[src/hw/rtl/spq_pkg.sv]
// ----------------------------------------------------------------------------
// spq_pkg: shared types and codes of the sorted priority queue
// Operation and status codes and the field widths.
// ----------------------------------------------------------------------------
package spq_pkg;

  typedef enum logic [2:0] {
    OP_PUSH     = 3'd0,
    OP_POP      = 3'd1,
    OP_REMOVE   = 3'd2,
    OP_CONTAINS = 3'd3,
    OP_READ     = 3'd4
  } op_t;

  typedef enum logic [1:0] {
    ST_OK       = 2'd0,
    ST_EMPTY    = 2'd1,
    ST_FULL     = 2'd2,
    ST_NOTFOUND = 2'd3
  } status_t;

  localparam int unsigned PRIO_W = 32;
  localparam int unsigned KEY_W  = 32;
  localparam int unsigned POS_W  = 6;
  localparam int unsigned CNT_W  = 7;

endpackage

[src/hw/rtl/sorted_priority_queue.sv]
// ----------------------------------------------------------------------------
// sorted_priority_queue: bounded priority queue kept as a sorted list
// Entries live in two memories ordered from the head; each has one read and one write port.
// One sequencer walks the list an entry per cycle to search and shift.
// ----------------------------------------------------------------------------
// Channel  Direction  Contents
// in_*     slave      op kind (tuser), priority, key, position (tdata)
// out_*    master     status, found, entry, count (tdata)
//
// Push, remove, contains and pop walk the stored entries one at a time,
// since the memories have a single read port; read fetches only the
// addressed entry. Full, empty and undefined requests answer at once.
// Reset empties the queue at once (stores are not cleared). in_tready is low
// from acceptance until the result transfer on the output completes, so a
// new request is taken only after the previous result has been passed on.
// ----------------------------------------------------------------------------
module sorted_priority_queue #(
  parameter int unsigned DEPTH = 64
) (
  input  logic        clk,
  input  logic        rst_n,
  input  logic        in_tvalid,
  output logic        in_tready,
  // tdata: priority_req[31:0], entry_x[39:32], entry_y[47:40],
  // entry_symbol[55:48], entry_speed[63:56], position[69:64], zero fill
  input  logic [71:0] in_tdata,
  // tuser: kind[2:0]
  input  logic [2:0]  in_tuser,
  output logic        out_tvalid,
  input  logic        out_tready,
  // tdata: status[1:0], found[2], out_priority[34:3], out_x[42:35],
  // out_y[50:43], out_symbol[58:51], out_speed[66:59], count[73:67], zero fill
  output logic [79:0] out_tdata
);
  import spq_pkg::*;

  localparam int unsigned AW = (DEPTH > 1) ? $clog2(DEPTH) : 1;
  localparam int unsigned OW = $clog2(DEPTH + 1);

  typedef enum logic [3:0] {
    S_IDLE, S_RD0, S_SCAN, S_SHR, S_SHL, S_RDPOS, S_WAIT, S_DONE, S_OUT
  } state_t;

  logic [PRIO_W-1:0] prio_mem [DEPTH];
  logic [KEY_W-1:0]  key_mem  [DEPTH];

  state_t            state_r;
  op_t               op_r;
  logic [PRIO_W-1:0] req_prio_r;
  logic [KEY_W-1:0]  req_key_r;
  logic [OW-1:0]     occ_r;
  logic [OW-1:0]     idx_r;       // address issued this cycle
  logic [OW-1:0]     didx_r;      // index of data now on the read registers
  logic              dvalid_r;
  logic [PRIO_W-1:0] rd_prio_r;
  logic [KEY_W-1:0]  rd_key_r;
  logic [OW-1:0]     hit_r;
  status_t           status_r;
  logic              found_r;
  logic [PRIO_W-1:0] oprio_r;
  logic [KEY_W-1:0]  okey_r;
  logic              wr_en;
  logic [AW-1:0]     wr_addr;
  logic [PRIO_W-1:0] wr_prio;
  logic [KEY_W-1:0]  wr_key;
  logic [AW-1:0]     rd_addr;
  logic              prio_lt;     // stored entry lower than the request

  assign in_tready  = (state_r == S_IDLE);
  assign out_tvalid = (state_r == S_OUT);
  assign prio_lt    = $signed(rd_prio_r) < $signed(req_prio_r);
  assign rd_addr    = idx_r[AW-1:0];

  always_ff @(posedge clk) begin
    rd_prio_r <= prio_mem[rd_addr];
    rd_key_r  <= key_mem[rd_addr];
    if (wr_en) begin
      prio_mem[wr_addr] <= wr_prio;
      key_mem[wr_addr]  <= wr_key;
    end
  end

  // Write port: shifts copy the read entry one place up or down; push stores the request.
  always_comb begin
    wr_en   = 1'b0;
    wr_addr = didx_r[AW-1:0];
    wr_prio = rd_prio_r;
    wr_key  = rd_key_r;
    case (state_r)
      S_SHR: begin
        if (dvalid_r) begin
          wr_en   = 1'b1;
          wr_addr = AW'(didx_r + 1'b1);
        end
      end
      S_SHL: begin
        if (dvalid_r) begin
          wr_en   = 1'b1;
          wr_addr = AW'(didx_r - 1'b1);
        end
      end
      S_DONE: begin
        if (op_r == OP_PUSH && status_r == ST_OK) begin
          wr_en   = 1'b1;
          wr_addr = hit_r[AW-1:0];
          wr_prio = req_prio_r;
          wr_key  = req_key_r;
        end
      end
      default: ;
    endcase
  end

  always_ff @(posedge clk) begin
    if (!rst_n) begin
      state_r  <= S_IDLE;
      occ_r    <= '0;
      dvalid_r <= 1'b0;
    end else begin
      dvalid_r <= 1'b0;
      didx_r   <= idx_r;
      case (state_r)
        S_IDLE: begin
          if (in_tvalid) begin
            op_r       <= op_t'(in_tuser);
            req_prio_r <= in_tdata[31:0];
            req_key_r  <= in_tdata[63:32];
            status_r   <= ST_OK;
            found_r    <= 1'b0;
            oprio_r    <= '0;
            okey_r     <= '0;
            idx_r      <= '0;
            hit_r      <= '0;
            case (in_tuser)
              OP_PUSH: begin
                if (occ_r == OW'(DEPTH)) begin
                  status_r <= ST_FULL;
                  state_r  <= S_OUT;
                end else if (occ_r == '0) begin
                  state_r <= S_DONE;
                end else begin
                  state_r <= S_RD0;
                end
              end
              OP_POP: begin
                if (occ_r == '0) begin
                  status_r <= ST_EMPTY;
                  state_r  <= S_OUT;
                end else begin
                  state_r <= S_RD0;
                end
              end
              OP_REMOVE, OP_CONTAINS: begin
                if (occ_r == '0) begin
                  status_r <= (in_tuser == OP_REMOVE) ? ST_NOTFOUND : ST_OK;
                  state_r  <= S_OUT;
                end else begin
                  state_r <= S_RD0;
                end
              end
              OP_READ: begin
                if (int'(in_tdata[69:64]) >= int'(occ_r)) begin
                  status_r <= ST_EMPTY;
                  state_r  <= S_OUT;
                end else begin
                  idx_r   <= OW'(in_tdata[69:64]);
                  state_r <= S_RDPOS;
                end
              end
              default: state_r <= S_OUT;
            endcase
          end
        end
        // Address 0 issued; next cycle scan starts with its data.
        S_RD0: begin
          dvalid_r <= 1'b1;
          idx_r    <= idx_r + 1'b1;
          state_r  <= S_SCAN;
        end
        S_SCAN: begin
          if (dvalid_r) begin
            case (op_r)
              OP_PUSH: begin
                // Head is passed while its priority is lower or equal; later entries
                // advance while stored priority is strictly lower than the request.
                if ((didx_r == '0) ? !prio_lt && (rd_prio_r != req_prio_r)
                                   : !prio_lt) begin
                  hit_r    <= didx_r;
                  idx_r    <= occ_r - 1'b1;
                  state_r  <= S_WAIT;
                end else if (didx_r + 1'b1 == occ_r) begin
                  hit_r   <= occ_r;
                  state_r <= S_DONE;
                end else begin
                  dvalid_r <= 1'b1;
                  idx_r    <= idx_r + 1'b1;
                end
              end
              OP_POP: begin
                oprio_r  <= rd_prio_r;
                okey_r   <= rd_key_r;
                hit_r    <= '0;
                idx_r    <= OW'(1);
                state_r  <= S_WAIT;
              end
              default: begin
                if (rd_key_r == req_key_r) begin
                  found_r <= (op_r == OP_CONTAINS);
                  hit_r   <= didx_r;
                  idx_r   <= didx_r + 1'b1;
                  state_r <= (op_r == OP_REMOVE) ? S_WAIT : S_OUT;
                end else if (didx_r + 1'b1 == occ_r) begin
                  status_r <= (op_r == OP_REMOVE) ? ST_NOTFOUND : ST_OK;
                  state_r  <= S_OUT;
                end else begin
                  dvalid_r <= 1'b1;
                  idx_r    <= idx_r + 1'b1;
                end
              end
            endcase
          end
        end
        // Launch the first read of the shift pass; a removal at the tail has nothing to shift.
        S_WAIT: begin
          if (op_r == OP_PUSH) begin
            dvalid_r <= 1'b1;
            idx_r    <= idx_r - 1'b1;
            state_r  <= S_SHR;
          end else if (idx_r >= occ_r) begin
            state_r <= S_DONE;
          end else begin
            dvalid_r <= 1'b1;
            idx_r    <= idx_r + 1'b1;
            state_r  <= S_SHL;
          end
        end
        S_SHR: begin
          if (didx_r == hit_r) begin
            state_r <= S_DONE;
          end else begin
            dvalid_r <= 1'b1;
            idx_r    <= idx_r - 1'b1;
          end
        end
        S_SHL: begin
          if (didx_r + 1'b1 >= occ_r) begin
            state_r <= S_DONE;
          end else begin
            dvalid_r <= 1'b1;
            idx_r    <= idx_r + 1'b1;
          end
        end
        S_RDPOS: begin
          dvalid_r <= 1'b1;
          state_r  <= S_DONE;
        end
        S_DONE: begin
          case (op_r)
            OP_PUSH:   occ_r <= occ_r + 1'b1;
            OP_POP, OP_REMOVE: occ_r <= occ_r - 1'b1;
            OP_READ: begin
              oprio_r <= rd_prio_r;
              okey_r  <= rd_key_r;
            end
            default: ;
          endcase
          state_r <= S_OUT;
        end
        S_OUT: begin
          if (out_tready) state_r <= S_IDLE;
        end
        default: state_r <= S_IDLE;
      endcase
    end
  end

  assign out_tdata = {6'd0, CNT_W'(occ_r), okey_r, oprio_r, found_r, status_r};

  assert property (@(posedge clk) disable iff (!rst_n) occ_r <= OW'(DEPTH))
    else $error("occupancy above depth");
  assert property (@(posedge clk) disable iff (!rst_n)
    (state_r == S_OUT && !out_tready) |=> state_r == S_OUT && $stable(out_tdata))
    else $error("result lost while stalled");
  assert property (@(posedge clk) disable iff (!rst_n)
    (state_r == S_DONE && op_r == OP_PUSH) |=> occ_r == $past(occ_r) + 1'b1)
    else $error("push did not grow queue");

endmodule

[config.mk]
export PLATFORM = sky130hd
export DESIGN_NAME = sorted_priority_queue
export DESIGN_NICKNAME = d
export VERILOG_FILES = /design/src/hw/rtl/spq_pkg.sv /design/src/hw/rtl/sorted_priority_queue.sv
export SDC_FILE = /design/constraint.sdc
export NUM_CORES = 2
export LEC_CHECK = 0
export BUFFER_PORTS_ARGS = -buffer_cell sky130_fd_sc_hd__clkbuf_2
export CORE_ASPECT_RATIO = 1.4
export CORE_MARGIN = 2
export CORE_UTILIZATION = 32
export CTS_BUF_LIST = sky130_fd_sc_hd__clkbuf_4 sky130_fd_sc_hd__clkbuf_8 sky130_fd_sc_hd__clkbuf_16
export CTS_CLUSTER_SIZE = 30
export DETAILED_ROUTE_END_ITERATION = 8
export PLACE_DENSITY = 0.48
export SLEW_MARGIN = 20
export SYNTH_ARGS = -nofsm -noshare
export SYNTH_HDL_FRONTEND = slang
export SYNTH_SLANG_ARGS = --single-unit
[constraint.sdc]
create_clock -name clk -period 9.34 [get_ports clk]
set_clock_uncertainty 0.15 [all_clocks]
set_input_delay 1.868 -clock clk [delete_from_list [all_inputs] [get_ports clk]]
set_output_delay 1.868 -clock clk [all_outputs]
set_load 0.02 [all_outputs]
==> flow_metrics.env <==
export IMPL_vias=77700
export IMPL_fin_total_pwr_mw=54.6
export IMPL_vias_per_cell=5.29
export IMPL_cts_buffers=413
export IMPL_ctsHoldBuffers=0
export IMPL_post_synth_instance_area_sq_mm=0.166
export IMPL_grt_pass1_vias=81100
export IMPL_initial_core_util_pct=32.1
export IMPL_postCtsSetupRepairBufs=0
export IMPL_setup_tns_ns=0
export IMPL_instances_no_fill=14700
export IMPL_cp_start_kind="flop"
export IMPL_drc=0
export IMPL_grt_max_degree=128
export IMPL_clk_latency_ns=1.02
export IMPL_drt_pass1_iterations=5
export IMPL_clock_sinks=4327
export IMPL_final_util_pct=37.0
export IMPL_gp_congestion=0.765
export IMPL_fillers=46800
export IMPL_dp_cells=13900
export IMPL_overflow=0
export IMPL_rsz0062_at_grt="false"
export IMPL_dpl_cell_area_sq_mm=0.178
export IMPL_fin_nets=7534
export IMPL_drtAntennaViolNets=0
export IMPL_maxCapViolCount=0
export IMPL_relSlewSlack_pct=22.2
export IMPL_path_class="reg2reg"
export IMPL_drtIter0Drc=8533
export IMPL_seq_area_sq_mm=0.129
export IMPL_drive_above_1_share_pct=33.3
export IMPL_syn_inst=6930
export IMPL_outcome="complete, no violations"
export IMPL_fin_crit_ns=6.30
export IMPL_fin_hold_ws_ns=0.449
export IMPL_hold_class="reg2reg"
export IMPL_drv_slew=0
export IMPL_cts_tree="done"
export IMPL_grtUsageTotal_pct=18.8
export IMPL_cp_end_kind="flop"
export IMPL_p_leak_nw=58.8
export IMPL_crit_fanout=41
export IMPL_stdcell_area_sq_mm=0.192
export IMPL_yosysWarnings=0
export IMPL_core_area_sq_mm=0.519
export IMPL_dieArea_sq_mm=0.526
export IMPL_required_ns=9.81
export IMPL_die_h_um=857
export IMPL_antenna_found_initial=22
export IMPL_ys_ff_latch=4327
export IMPL_dp_worst_setup_slack_ns=2.95
export IMPL_async_flop_share_pct=0
export IMPL_avgSynthCellArea_sq_um=24.0
export IMPL_hold_viol_final=0
export IMPL_ys_flop_type="edfxtp_1"
export IMPL_grt_pass1_wl_mm=685
export IMPL_tightest_slew_ns=1.17
export IMPL_period_share_pct=67.5
export IMPL_routedWlPerCell_um=34.0
export IMPL_die_x_um=614
export IMPL_max_freq_ghz=0.159
export IMPL_seq_area_frac_synth_pct=77.6
export IMPL_port_buffers=152
export IMPL_crit_arrival_ns=6.78
export IMPL_routed_wl_mm=500
export IMPL_setup_viol=0
export IMPL_synth_edf_count=4251
export IMPL_synth_top_area_cell="edfxtp_1"
export IMPL_cts_root_buffer="clkbuf_16"
export IMPL_multiInputGateArea_sq_mm=0.0364
export IMPL_synth_top_area_share_pct=76.7
export IMPL_hpwl_mm=263
export IMPL_ctsResizeCount=0
export IMPL_synthToLayoutAreaGrowth_pct=15.1
export IMPL_htreeDepth=5
export IMPL_ir_worst_vdd_v=0.000193
export IMPL_clkSlewWorstSetupHoldPaths_ns=0.06
export IMPL_rows=313
export IMPL_p_per_area_mw_per_mm2=285
export IMPL_setup_ws_ns=3.04
export IMPL_ys_top_cells_by_area="edfxtp_1 (77%), mux4_2 (18%), dfxtp_1 (0.91%)"
export IMPL_ioPinCount=161
export IMPL_yosysUniqueCellTypes=77
export IMPL_cts_buffer_depth=4
==> worst max-delay path, cell delays in order (launching register included) <==
cell and delay, ns:
dfxtp_1 0.76, nand4b_1 0.70, nor2_4 0.35, buf_4 0.67, a222oi_1 0.36, buf_4 0.27
or3b_1 0.75, nor2_4 0.90, buf_4 0.85
==> cells in the final DEF (no fill, tap or decap), types with 66 or more instances in the layout <==
cell type and n:
and2_1 67, buf_4 211, clkbuf_16 418, clkbuf_2 152
clkbuf_4 88, clkinv_1 76, clkinv_2 86, dfxtp_1 76
edfxtp_1 4251, mux4_2 1344, nand2_1 178, nor2_4 66
==> layer usage <==
metal	vias up	wire, um	GRT usage [%]
met1	43900	199000	24.1
met5	-	13	0
met3	649	23100	2.18
met4	2	14700	5.34
li1	30700	-	-
met2	2440	262000	33.5
==> cells by family (layout without fill, tap and decap cells) <==
family / Yosys count / count (layout) / share of synthesized area [%]
buffers and inverters: 421 / 1238 / 1.08
XOR/XNOR: 63 / 63 / 0.331
other: 1 / 16 / 0.00225
multiplexers: 1363 / 1363 / 18.3
flip-flops: 4327 / 4327 / 77.6
AO/OA/AOI/OAI: 197 / 197 / 0.784
adder cells (fa/ha/maj): 59 / 59 / 0.443
AND/OR/NAND/NOR: 499 / 499 / 1.46
==> final timing paths <==
kind	startpoint	to	slack (ns)	depth (start not counted)
min reg2reg	rd_prio_r[14]	oprio_r[14]	0.45	1
max reg2reg	state_r[0]	prio_mem[55][25]	3.04	8
min	rd_prio_r[14]	oprio_r[14]	0.45	1
max	state_r[0]	prio_mem[55][25]	3.04	8
==> flip-flops by register name (all words and copies together) (netlist names), 3 cells and up <==
| name | cells |
|---|---|
| didx_r | 7 |
| hit_r | 7 |
| idx_r | 7 |
| key_mem | 2048 |
| occ_r | 7 |
| okey_r | 32 |
| op_r | 3 |
| oprio_r | 32 |
| prio_mem | 2048 |
| rd_key_r | 32 |
| rd_prio_r | 32 |
| req_key_r | 32 |
| req_prio_r | 32 |
| state_r | 4 |
==> cell type report <==
cell class | count | share of cell area, %
sequential | 4327 | 67.4
inverter | 58 | 0.114
timing repair buffer | 409 | 1.72
tap | 6930 | 4.53
clock inverter | 237 | 1.18
multi-input combinational | 2187 | 19.0
clock buffer | 534 | 6.01
antenna | 10 | 0.0131
==> power breakdown <==
group	switching [mW]	internal [mW]
clock	7.47	9.66
sequential	0.425	24.5
combinational	7.79	4.80
total	15.7	39.0
==> synthesized netlist by cell type, drive strengths merged (34+ instances only) <==
cell type	n
nor2	117
nand3	34
inv	58
buf	173
clkbuf	190
mux4	1344
xor2	40
ha	59
and2	67
edfxtp	4251
nand2	180
dfxtp	76
o21ai	67
No activity file was read; power rests on OpenSTA's default activity.
